===== config.mk =====
export PLATFORM = sky130hd
export DESIGN_NAME = q2e_sqrt_cell
export DESIGN_NICKNAME = d
export VERILOG_FILES = /design/src/rtl/q2e_pkg.sv /design/src/rtl/q2e_sqrt_cell.sv
export SDC_FILE = /design/constraint.sdc
export NUM_CORES = 1
export LEC_CHECK = 0
export BUFFER_PORTS_ARGS = -buffer_cell sky130_fd_sc_hd__buf_2
export CAP_MARGIN = 20
export CORE_AREA = 10 10 220 222
export CTS_BUF_LIST = sky130_fd_sc_hd__clkbuf_8 sky130_fd_sc_hd__clkbuf_16
export DETAILED_ROUTE_END_ITERATION = 6
export DIE_AREA = 0 0 230 232
export GPL_TIMING_DRIVEN = 1
export HOLD_SLACK_MARGIN = 0.1
export SYNTH_ARGS = -nofsm -noshare
export SYNTH_HDL_FRONTEND = slang
export SYNTH_SLANG_ARGS = --single-unit

===== constraint.sdc =====
create_clock -name clk_i -period 0.8 [get_ports clk_i]
set_input_delay 0 -clock clk_i [delete_from_list [all_inputs] [get_ports clk_i]]
set_output_delay 0 -clock clk_i [all_outputs]
set_load 0.02 [all_outputs]

===== src/rtl/q2e_pkg.sv =====
`timescale 1ns / 1ps

package q2e_pkg;

  // Defaults for the top level parameters.
  localparam int ANGLE_WIDTH_DEF   = 16;
  localparam int CORDIC_STAGES_DEF = 16;

  // Fixed datapath widths.
  localparam int FIELD_W    = 16;  // port fields
  localparam int PROD_W     = 32;  // Q1.15 * Q1.15 products
  localparam int SUM_W      = 34;  // doubled product sums in Q30
  localparam int SIN_W      = 32;  // clamped asin argument
  localparam int SQ_W       = 64;  // square of the asin argument
  localparam int SQRT_W     = 62;  // remainder and root of the square root
  localparam int SQRT_STEPS = 31;  // one result bit per cell
  localparam int CW         = 36;  // CORDIC x and y
  localparam int ZW         = 32;  // CORDIC angle, a full turn is 2^32
  localparam int PITCH_LIM  = 16384;

  // Lane order inside the CORDIC row.
  localparam int LANES      = 3;
  localparam int LANE_ROLL  = 0;
  localparam int LANE_PITCH = 1;
  localparam int LANE_YAW   = 2;

  localparam logic signed [SUM_W-1:0] Q_ONE    = 34'sd1073741824;
  localparam logic [SQ_W-1:0]         Q_ONE_SQ = 64'd1 << 60;
  localparam logic [ZW-1:0]           ANG_QUARTER       = 32'h4000_0000;
  localparam logic [ZW-1:0]           ANG_THREE_QUARTER = 32'hC000_0000;

  typedef struct packed {
    logic signed [FIELD_W-1:0] quat_w;
    logic signed [FIELD_W-1:0] quat_x;
    logic signed [FIELD_W-1:0] quat_y;
    logic signed [FIELD_W-1:0] quat_z;
  } quat_in_t;

  typedef struct packed {
    logic signed [FIELD_W-1:0] roll_angle;
    logic signed [FIELD_W-1:0] pitch_angle;
    logic signed [FIELD_W-1:0] yaw_angle;
  } euler_out_t;

  // Square root cell contents, with the atan2 operands riding along.
  typedef struct packed {
    logic [SQRT_W-1:0]        rem;
    logic [SQRT_W-1:0]        root;
    logic signed [SUM_W-1:0]  rn;
    logic signed [SUM_W-1:0]  rd;
    logic signed [SUM_W-1:0]  yn;
    logic signed [SUM_W-1:0]  yd;
    logic signed [SIN_W-1:0]  s;
  } sqrt_data_t;

  // One CORDIC lane; zero marks an atan2 of two zero operands.
  typedef struct packed {
    logic signed [CW-1:0] x;
    logic signed [CW-1:0] y;
    logic [ZW-1:0]        z;
    logic                 zero;
  } cordic_lane_t;

  // atan(2^-i) scaled so that a full turn is 2^32.
  function automatic logic [ZW-1:0] atan_entry(input logic [4:0] idx);
    logic [ZW-1:0] v;
    case (idx)
      5'd0:    v = 32'd536870912;
      5'd1:    v = 32'd316933406;
      5'd2:    v = 32'd167458907;
      5'd3:    v = 32'd85004756;
      5'd4:    v = 32'd42667331;
      5'd5:    v = 32'd21354465;
      5'd6:    v = 32'd10679838;
      5'd7:    v = 32'd5340245;
      5'd8:    v = 32'd2670163;
      5'd9:    v = 32'd1335087;
      5'd10:   v = 32'd667544;
      5'd11:   v = 32'd333772;
      5'd12:   v = 32'd166886;
      5'd13:   v = 32'd83443;
      5'd14:   v = 32'd41722;
      5'd15:   v = 32'd20861;
      5'd16:   v = 32'd10430;
      5'd17:   v = 32'd5215;
      5'd18:   v = 32'd2608;
      5'd19:   v = 32'd1304;
      5'd20:   v = 32'd652;
      5'd21:   v = 32'd326;
      5'd22:   v = 32'd163;
      5'd23:   v = 32'd81;
      5'd24:   v = 32'd41;
      5'd25:   v = 32'd20;
      5'd26:   v = 32'd10;
      5'd27:   v = 32'd5;
      5'd28:   v = 32'd3;
      5'd29:   v = 32'd1;
      5'd30:   v = 32'd1;
      default: v = '0;
    endcase
    return v;
  endfunction

endpackage


===== src/rtl/q2e_sqrt_cell.sv =====
`timescale 1ns / 1ps

module q2e_sqrt_cell #(
  parameter int STEP = 0
) (
  input  logic                  clk_i,
  input  logic                  rst_ni,
  input  logic                  en_i,
  input  logic                  valid_i,
  input  q2e_pkg::sqrt_data_t   data_i,
  output logic                  valid_o,
  output q2e_pkg::sqrt_data_t   data_o
);
  import q2e_pkg::*;

  // Weight of the result bit that this cell decides.
  localparam logic [SQRT_W-1:0] BIT = SQRT_W'(1) << (2 * (SQRT_STEPS - 1 - STEP));

  logic [SQRT_W-1:0] trial;
  sqrt_data_t        data_d, data_q;
  logic              valid_q;

  // One restoring step of the digit-by-digit square root.
  always_comb begin
    data_d = data_i;
    trial  = data_i.root + BIT;
    if (data_i.rem >= trial) begin
      data_d.rem  = data_i.rem - trial;
      data_d.root = (data_i.root >> 1) + BIT;
    end else begin
      data_d.root = data_i.root >> 1;
    end
  end

  always_ff @(posedge clk_i or negedge rst_ni) begin
    if (!rst_ni) begin
      valid_q <= 1'b0;
    end else if (en_i) begin
      valid_q <= valid_i;
    end
  end

  always_ff @(posedge clk_i) begin
    if (en_i) begin
      data_q <= data_d;
    end
  end

  assign valid_o = valid_q;
  assign data_o  = data_q;

endmodule


==> results.py, run 1 <==
metrics = {
    "yosys": {
        "synthesis.nets": 1461,
        "synth_cell_types": 58,
        "synth_warnings": 0,
        "synth.cell_area_mm2": 0.0137,
        "ys_seq_elements": 293,
        "async_flop_share_pct": 0.341,
        "avgSynthCellArea_um2": 12.4,
        "synth_edf_count": 292,
        "synth_cells": 1102,
        "seq_area_frac_synth_pct": 64.1,
        "synth_ff_type": "edfxtp_1",
    },
    "clocking": {
        "cts_sinks": 293,
        "cts_tree": "done",
        "cts_inserted_buffers": 31,
        "htreeDepth": 1,
        "path_clk_slew_ns": 0.06,
        "cts_buffer_depth": 3,
        "clock-root-buffer": "clkbuf_16",
        "clk_latency_ns": 0.55,
    },
    "drt": {
        "viasPerCell": 4.75,
        "wl_per_cell_um": 22.8,
        "via_count": 13900,
        "totalWireLength_um": 66600,
        "ant_nets": 0,
        "first_pass_iters": 5,
        "first_iter_violations": 1072,
        "remaining_drc_errors": 0,
    },
    "sta": {
        "rsz0062_at_grt": "yes",
        "period_share_pct": 322,
        "fin_skew_ns": 0,
        "drv_slew": 0,
        "hold_viol_final": 17,
        "worst_slew_pin_slew_ns": 0.538,
        "holdWs_ns": -0.305,
        "fmax_ghz": 0.388,
        "setup_viol": 357,
        "layout_setup_ws_ns": -1.78,
        "slew_headroom_pct": 63.7,
        "fin_crit_ns": 2.58,
    },
    "critical_path": {
        "critPathBufInv": 5,
        "rr_startpoint": "valid_o",
        "crit_start": "data_i[230]",
        "crit_family": "compound AO/OA/AOI/OAI gates",
        "critPathArrivalTime_ns": 2.90,
        "worstPathMaxFanout": 9,
        "worstSetupPathType": "in -> reg",
        "critPathMaxStageDelay_ns": 0.42,
        "crit_chain": "buf_8, inv_8, ha_4, fa_2, nor2b_4, o21bai_4, a211o_1, a2111oi_4, o31ai_4, o41ai_4, a41oi_4, buf_12, buf_4, nand2_1, o21ai_0, buf_4",
        "critPathCaptureType": "register",
        "cpMaxStageDelayCell": "fa_2",
        "cp-start-kind": "input pin",
        "crit_path_frequent_cell": "buf_4",
        "crit_required_ns": 1.13,
    },
    "status": {
        "violations": "negative hold slack, negative setup slack",
        "status": "complete, but fails checks",
    },
    "power_and_ir_drop": {
        "power_density_mw_per_mm2": 1860,
        "seqPwrFrac_pct": 40.5,
        "intPower_uw": 33800,
        "p_sw_uw": 14300,
        "p_clk_share_pct": 28.4,
        "leakage_uw": 0.0115,
        "comb_power_share_pct": 31.1,
        "irDropWorstVdd_mv": 1.70,
        "swShare_pct": 29.7,
    },
    "final_layout": {
        "drive_gt1_share_pct": 45.4,
        "final_cells": 2917,
        "syn_to_final_growth_pct": 88.7,
        "final_cell_mix": "buf_2 (321), buf_4 (307), edfxtp_1 (292)",
        "finalNetCount": 2657,
        "final_common_cell": "buf_2",
    },
    "floorplan": {
        "die_w_um": 230,
        "die_area_mm2": 0.0534,
        "ios": 589,
        "start_util_pct": 31.2,
        "die_h_um": 232,
        "num_rows": 77,
        "core_area_mm2": 0.0439,
    },
    "global_route": {
        "grt_pass1_vias": 14600,
        "antenna_found_initial": 17,
        "grt_max_degree": 37,
        "grt_pass1_wl_um": 94800,
        "gr-usage-all-layers_pct": 23.4,
        "gr-total-overflow": 0,
    },
    "placed_design": {
        "finalWeightedCongestion": 0.909,
        "dpl.hpwl_um": 49000,
        "place_inst": 2558,
        "port_buffers": 588,
    },
    "flow_run": {
        "cap_violations": 0,
    },
    "min_path": {
        "hold_path_class": "in -> reg",
        "hp-start": "data_i[169]",
    },
}
==> routing by layer <==
metal  track usage (%)  wire, um  vias up
met5                 0        92        -
li1                  -         -     6515
met4              12.9      4180       16
met2              41.0     33100      573
met1              25.3     24300     6606
met3              6.35      4940      150
==> power groups by stage <==
stage | Clock, uW | Combinational [uW] | Sequential, uW
3_3_place_gp | 0 | 11300 | 19300
3_5_place_dp | 0 | 11400 | 19400
4_1_cts | 13900 | 14300 | 19300
2_1_floorplan | 0 | 3410 | 21300
5_1_grt | 14600 | 15900 | 19600
6_report | 13700 | 14900 | 19500
==> synth_stat cells, types with 5 or more instances <==
cell	instances	area [um^2]
nand2_1	122	458
a21oi_1	74	370
nand4_1	30	188
o31ai_1	6	45.0
nor2b_1	8	50.1
or2_2	7	43.8
ha_1	62	776
xnor2_1	31	272
buf_2	19	95.1
nand3_1	6	30.0
a2111oi_0	5	43.8
nand2b_1	5	31.3
a211oi_1	13	97.6
nor3_1	13	65.1
clkbuf_1	24	90.1
a31oi_1	8	50.1
a21o_1	28	210
nor2_1	42	158
o21ai_0	107	536
or3_1	5	31.3
xor2_1	27	236
o21bai_1	15	113
o21a_1	12	90.1
edfxtp_1	292	8770
inv_1	78	293
==> cell type report <==
cell class | count | area (um^2)
antenna | 6 | 15.0
clock buffer | 34 | 817
clock inverter | 20 | 124
fill | 3538 | 18000
inverter | 78 | 300
multi-input combinational | 683 | 4780
sequential | 293 | 8790
tap | 592 | 741
timing repair buffer | 1211 | 10300
==> sequential cells by signal (all words and copies together) (netlist names) <==
signal and flops:
data_o 292, valid_o 1
==> logic make-up (layout without fill, tap and decap cells) <==
kind of cell,after synthesis,in the layout,share of synthesized area (%)
flops,293,293,64.1
buf+inv,126,1343,3.78
compound gates,307,307,13.9
simple gates,253,253,8.48
xor+xnor,58,58,3.70
mux,2,2,0.191
other cells,0,6,0
fa+ha+maj,63,63,5.80
==> timing repair <==
item                                    CTS  global route
setup buffers                             4             1
endpoints found under the hold margin   586           305
pin swaps                                14            10
hold buffers                            287             7
cloned                                    3             0
endpoints found under the setup margin  357           371
gates resized for setup                 493           177
==> worst paths after layout <==
kind	slack, ns	to	cells after the start
worst max-delay path	-1.78	data_o[291]	16
worst max register to register	0.01	valid_o	1
max in group asynchronous	0.34	valid_o	3
worst min register to register	0.55	valid_o	1
min in group asynchronous	0.34	valid_o	3
worst min-delay path	-0.30	data_o[168]	1
==> per-stage QoR <==
stage          power (uW)  utilization [%]  area (um^2)  TNS (ns)  setup slack, ns
2_1_floorplan       24700                -        13800   -124.47            -1.97
3_3_place_gp        30700             45.1        19800   -159.73            -2.66
3_5_place_dp        30700             45.1        19800   -163.60            -2.68
4_1_cts             47500             57.5        25300   -202.76            -1.74
5_1_grt             50100             58.9        25900   -218.12            -1.89
6_report            48100             58.9        25900   -197.47            -1.78
Power figures use the tool's default switching activity.
==> run 2: changes to the inputs <==
--- a/config.mk
+++ b/config.mk
@@ -7,12 +7,12 @@
 export LEC_CHECK = 0
 export BUFFER_PORTS_ARGS = -buffer_cell sky130_fd_sc_hd__buf_2
 export CAP_MARGIN = 20
-export CORE_AREA = 10 10 220 222
+export CORE_AREA = 10 10 222 224
 export CTS_BUF_LIST = sky130_fd_sc_hd__clkbuf_8 sky130_fd_sc_hd__clkbuf_16
 export DETAILED_ROUTE_END_ITERATION = 6
-export DIE_AREA = 0 0 230 232
+export DIE_AREA = 0 0 232 234
 export GPL_TIMING_DRIVEN = 1
-export HOLD_SLACK_MARGIN = 0.1
+export HOLD_SLACK_MARGIN = 0.08
 export SYNTH_ARGS = -nofsm -noshare
 export SYNTH_HDL_FRONTEND = slang
 export SYNTH_SLANG_ARGS = --single-unit
==> constraint.sdc (replaced) <==
create_clock -name clk_i -period 2.08 [get_ports clk_i]
set_input_delay 0 -clock clk_i [delete_from_list [all_inputs] [get_ports clk_i]]
set_output_delay 0 -clock clk_i [all_outputs]
set_load 0.02 [all_outputs]
==> run 2 against run 1 <==
The flow still finishes with violations (negative hold slack, negative setup slack). First-iteration DRC count is 26% lower. Hold slack better by 0.095 ns. Sequential cell count stayed put. Total power is 61% lower. Critical path depth is 2 lower. Sequential power is 62% lower. Combinational power is 63% lower. Routed wire length hardly changed. Global-route usage is 0.19 points lower. Critical endpoint is now data_o[237].
==> results.py, run 2 (synthesis gave the netlist of run 1 again) <==
metrics = {
    "status": {
        "status": "complete, but fails checks",
        "violations": "negative hold slack, negative setup slack",
    },
    "global_route": {
        "grt_pass1_wl_um": 93800,
        "antenna_found_initial": 16,
        "gr-usage-all-layers_pct": 23.2,
        "grt_pass1_vias": 14500,
        "grt_max_degree": 82,
        "gr-total-overflow": 0,
    },
    "sta": {
        "fmax_ghz": 0.387,
        "layout_setup_ws_ns": -0.502,
        "fin_skew_ns": 0,
        "setup_viol": 64,
        "hold_viol_final": 1,
        "fin_tns_setup_ns": -24.93,
        "rsz0062_at_grt": "yes",
        "slew_headroom_pct": 67.3,
        "drv_slew": 0,
        "period_share_pct": 124,
        "holdWs_ns": -0.210,
        "fin_crit_ns": 2.58,
        "worst_slew_pin_slew_ns": 0.477,
    },
    "clocking": {
        "cts_tree": "done",
        "htreeDepth": 2,
        "clock-root-buffer": "clkbuf_16",
        "cts_inserted_buffers": 35,
        "cts_sinks": 293,
        "clk_latency_ns": 0.53,
        "path_clk_slew_ns": 0.06,
        "cts_buffer_depth": 3,
    },
    "critical_path": {
        "worstSetupPathType": "in -> reg",
        "cp-start-kind": "input pin",
        "crit_path_frequent_cell": "buf_12",
        "critPathArrivalTime_ns": 2.88,
        "critPathCaptureType": "register",
        "crit_required_ns": 2.38,
        "critPathMaxStageDelay_ns": 0.39,
        "worstPathMaxFanout": 7,
        "critPathBufInv": 5,
        "crit_family": "compound AO/OA/AOI/OAI gates",
        "cpMaxStageDelayCell": "fa_2",
        "crit_chain": "buf_2, buf_4, inv_1, fa_2, nor2b_4, o21bai_4, a211o_1, a2111oi_4, o31ai_2, o41ai_2, a41oi_4, buf_12, buf_12, mux2_4",
    },
    "final_layout": {
        "finalNetCount": 2662,
        "drive_gt1_share_pct": 46.9,
        "largest_reg_flops": 292,
        "final_cell_mix": "buf_2 (584), dlygate4sd3_1 (298), buf_4 (293)",
        "final_common_cell": "buf_2",
        "syn_to_final_growth_pct": 80.5,
        "final_util_pct": 55.2,
        "final_cells": 2934,
    },
    "floorplan": {
        "num_rows": 78,
        "core_area_mm2": 0.0449,
        "ios": 589,
        "die_w_um": 232,
        "die_h_um": 234,
        "start_util_pct": 30.6,
        "die_area_mm2": 0.0543,
    },
    "power_and_ir_drop": {
        "irDropWorstVdd_mv": 0.666,
        "leakage_uw": 0.0111,
        "power_density_mw_per_mm2": 749,
    },
    "placed_design": {
        "port_buffers": 588,
        "finalWeightedCongestion": 0.925,
        "place_inst": 2542,
        "dpl.hpwl_um": 50600,
    },
    "drt": {
        "first_pass_iters": 5,
        "via_count": 13900,
        "viasPerCell": 4.73,
        "remaining_drc_errors": 0,
        "first_iter_violations": 792,
        "wl_per_cell_um": 22.7,
        "ant_nets": 0,
        "totalWireLength_um": 66600,
    },
    "flow_run": {
        "cap_violations": 0,
    },
    "min_path": {
        "hold_path_class": "in -> reg",
    },
}
-- run 2: through the flow --
step | total power, uW | worst slack (ns) | instance area [um^2]
2_1_floorplan | 9490 | -0.685 | 13800
3_3_place_gp | 11800 | -1.34 | 19600
3_5_place_dp | 11800 | -1.30 | 19600
4_1_cts | 18400 | -0.432 | 24100
5_1_grt | 19300 | -0.582 | 24800
6_report | 18500 | -0.502 | 24800
-- run 2: area by class of cell --
type	count	area [um^2]
multi-input cells	683	5100
well taps	600	751
repair buffers	1212	8740
diodes	6	15.0
fillers	3844	20100
inverters	78	300
clock buffers	36	901
flip-flops and latches	293	8790
clock inverters	26	164
-- run 2: power breakdown --
part           leakage, uW  internal [uW]  switching (uW)
Combinational      0.00768           2470            3020
Clock             0.000538           3270            2460
Sequential         0.00287           7170             164
Total               0.0111          12900            5640
-- run 2: worst min-delay path, delay by kind of cell --
family                 cells  cell delay [ns]
AOI/OAI and AO/OA          1             0.04
buffers and inverters      1             0.13
and+or+nand+nor            1             0.05
-- run 2: metal layers --
metal / vias up / global-route usage [%] / wire (um)
li1: 6527 / - / -
met1: 6664 / 24.8 / 24000
met2: 525 / 41.9 / 34700
met3: 138 / 5.63 / 4330
met4: 22 / 12.1 / 3380
met5: - / 0 / 160
-- run 2: path summary, 6_finish.rpt --
path / startpoint / to / slack (ns) / depth (start not counted)
worst max-delay path: data_i[231] / data_o[237] / -0.50 / 14
worst min-delay path: data_i[234] / data_o[234] / -0.21 / 3
worst max register to register: valid_o / valid_o / 1.33 / 1
worst min register to register: valid_o / valid_o / 0.52 / 1
max in group asynchronous: rst_ni / valid_o / 1.65 / 3
min in group asynchronous: rst_ni / valid_o / 0.32 / 3
-- run 2: repair_timing --
item	4_1_cts	5_1_grt
hold endpoints to repair	344	5
gates resized for setup	96	126
setup endpoints to repair	64	64
pin swaps	21	35
hold buffers	292	6
cloned	4	4
setup buffers	10	9
==> run 3: changes to the inputs <==
--- a/config.mk
+++ b/config.mk
@@ -7,12 +7,15 @@
 export LEC_CHECK = 0
 export BUFFER_PORTS_ARGS = -buffer_cell sky130_fd_sc_hd__buf_2
 export CAP_MARGIN = 20
+export CELL_PAD_IN_SITES_DETAIL_PLACEMENT = 0
+export CELL_PAD_IN_SITES_GLOBAL_PLACEMENT = 1
 export CORE_AREA = 10 10 222 224
 export CTS_BUF_LIST = sky130_fd_sc_hd__clkbuf_8 sky130_fd_sc_hd__clkbuf_16
 export DETAILED_ROUTE_END_ITERATION = 6
 export DIE_AREA = 0 0 232 234
 export GPL_TIMING_DRIVEN = 1
 export HOLD_SLACK_MARGIN = 0.08
+export PLACE_DENSITY_LB_ADDON = 0.1
 export SYNTH_ARGS = -nofsm -noshare
 export SYNTH_HDL_FRONTEND = slang
 export SYNTH_SLANG_ARGS = --single-unit
==> run 3 against run 2 <==
The flow still finishes with violations (negative hold slack, negative setup slack). Final cell count is 0.31% higher. First-iteration DRC count is 5.3% lower. Combinational power is 0.7% higher. Critical path depth stayed put. Total power is 3.4% higher. Largest cell class is now buffers.
==> results.py, run 3 (synthesis gave the netlist of run 1 again) <==
metrics = {
    "status": {
        "status": "complete, but fails checks",
        "violations": "negative hold slack, negative setup slack",
    },
    "critical_path": {
        "cp-start-kind": "input pin",
        "timing.rr.end": "valid_o",
        "critPathCaptureType": "register",
        "crit_required_ns": 2.38,
        "rr_startpoint": "valid_o",
        "setup.worst_path.end": "data_o[237]",
        "crit_start": "data_i[172]",
        "worstPathMaxFanout": 10,
        "worstSetupPathType": "in -> reg",
        "regToRegSetupSlack_ns": 1.34,
        "reg2reg_depth": 1,
        "critPathArrivalTime_ns": 2.89,
    },
    "final_layout": {
        "drive_gt1_share_pct": 47.2,
        "final_cell_mix": "buf_2 (584), dlygate4sd3_1 (299), buf_4 (297)",
        "num-fill-cells": 3956,
        "design_area_mm2": 0.0249,
        "final_util_pct": 55.6,
        "largest_reg_flops": 292,
        "final_cells": 2943,
        "finalNetCount": 2670,
        "syn_to_final_growth_pct": 81.9,
        "final_common_cell": "buf_2",
    },
    "floorplan": {
        "die_h_um": 234,
        "ios": 589,
        "num_rows": 78,
        "start_util_pct": 30.6,
        "die_w_um": 232,
        "core_area_mm2": 0.0449,
        "die_area_mm2": 0.0543,
    },
    "power_and_ir_drop": {
        "swShare_pct": 29.4,
        "power_density_mw_per_mm2": 768,
        "p_clk_share_pct": 33.0,
        "comb_power_share_pct": 28.8,
        "p_sw_uw": 5640,
        "irDropWorstVdd_mv": 0.593,
        "seqPwrFrac_pct": 38.2,
        "power_uw": 19200,
        "intPower_uw": 13500,
        "leakage_uw": 0.0112,
    },
    "global_route": {
        "gr-total-overflow": 0,
        "grt_max_degree": 89,
        "gr-usage-all-layers_pct": 22.9,
        "antenna_found_initial": 16,
        "grt_pass1_wl_um": 93500,
        "grt_pass1_vias": 14300,
    },
    "clocking": {
        "cts_sinks": 293,
        "cts_inserted_buffers": 35,
        "path_clk_slew_ns": 0.06,
        "clk_latency_ns": 0.54,
        "cts_tree": "done",
        "cts_buffer_depth": 3,
        "htreeDepth": 2,
        "clock-root-buffer": "clkbuf_16",
    },
    "placed_design": {
        "finalWeightedCongestion": 0.932,
        "port_buffers": 588,
        "pre_cts_ws_ns": -1.23,
        "placed_cell_area_mm2": 0.0196,
        "place_inst": 2542,
        "dpl.hpwl_um": 49900,
    },
    "drt": {
        "via_count": 13700,
        "wl_per_cell_um": 22.3,
        "totalWireLength_um": 65700,
        "ant_nets": 0,
        "first_iter_violations": 750,
        "remaining_drc_errors": 0,
        "first_pass_iters": 5,
        "viasPerCell": 4.64,
    },
    "sta": {
        "setup_viol": 64,
        "drv_slew": 0,
        "holdWs_ns": -0.221,
        "fin_skew_ns": 0,
        "hold_viol_final": 1,
        "period_share_pct": 125,
        "layout_setup_ws_ns": -0.515,
        "fin_crit_ns": 2.59,
        "slew_headroom_pct": 61.1,
        "worst_slew_pin_slew_ns": 0.577,
        "rsz0062_at_grt": "yes",
        "fmax_ghz": 0.385,
    },
    "min_path": {
        "hold_path_class": "in -> reg",
    },
    "flow_run": {
        "cap_violations": 0,
    },
}
## run 3: cell type report
class | instances | area, um^2 | area share (%)
timing repair buffer | 1220 | 8890 | 35.6
sequential | 293 | 8790 | 35.2
multi-input combinational | 683 | 5020 | 20.1
clock buffer | 38 | 928 | 3.72
tap | 600 | 751 | 3.01
inverter | 78 | 300 | 1.20
clock inverter | 23 | 249 | 0.998
antenna | 8 | 20.0 | 0.0802
## run 3: critical path, stage by stage
cell       delay, ns
buf_4           0.12
inv_2           0.05
ha_4            0.28
a21oi_2         0.06
buf_4           0.13
nor2b_2         0.17
a211o_1         0.36
a2111oi_4       0.40
o31ai_2         0.13
o41ai_2         0.33
a41oi_4         0.22
buf_6           0.17
buf_12          0.14
mux2_4          0.31
## run 3: power groups by stage
| stage | Sequential (uW) | Clock (uW) | Combinational (uW) |
|---|---|---|---|
| CTS | 7310 | 6510 | 5260 |
| global route | 7370 | 6720 | 5910 |
| finish | 7320 | 6330 | 5520 |
| global placement | 7420 | 0 | 4360 |
| detailed placement | 7420 | 0 | 4360 |
| floorplan | 8180 | 0 | 1310 |
## run 3: layer usage
layer	GRT usage (%)	wire (um)
met1	25.5	24900
met2	40.8	33500
met3	6.72	4720
met4	8.78	2490
met5	0	98
## run 3: worst min path at each step
| stage | startpoint | to | cells after the start | slack [ns] |
|---|---|---|---|---|
| 3_5_place_dp | rst_ni | valid_o | 1 | -0.22 |
| 3_3_place_gp | rst_ni | valid_o | 1 | -0.23 |
| 2_1_floorplan | rst_ni | valid_o | 0 | -0.30 |
| 4_1_cts | data_i[172] | data_o[171] | 1 | -0.30 |
| 5_1_grt | data_i[234] | data_o[234] | 3 | -0.22 |
| 6_report | data_i[234] | data_o[234] | 3 | -0.22 |
## run 3: repair_timing
item                       in CTS  in global routing
setup endpoints to repair      64                 64
pin swaps                      29                 23
hold buffers                  297                  2
setup buffers                  15                  6
gates resized for setup       133                 90
cloned                          7                  7
hold endpoints to repair      388                  3
## run 3: metrics by stage
| step | TNS, ns | hold WS [ns] |
|---|---|---|
| floorplan | -42.54 | -0.296 |
| global placement | -68.13 | -0.225 |
| finish | -27.24 | -0.221 |
| global route | -33.53 | -0.220 |
| detailed placement | -69.26 | -0.218 |
| CTS | -22.88 | -0.303 |
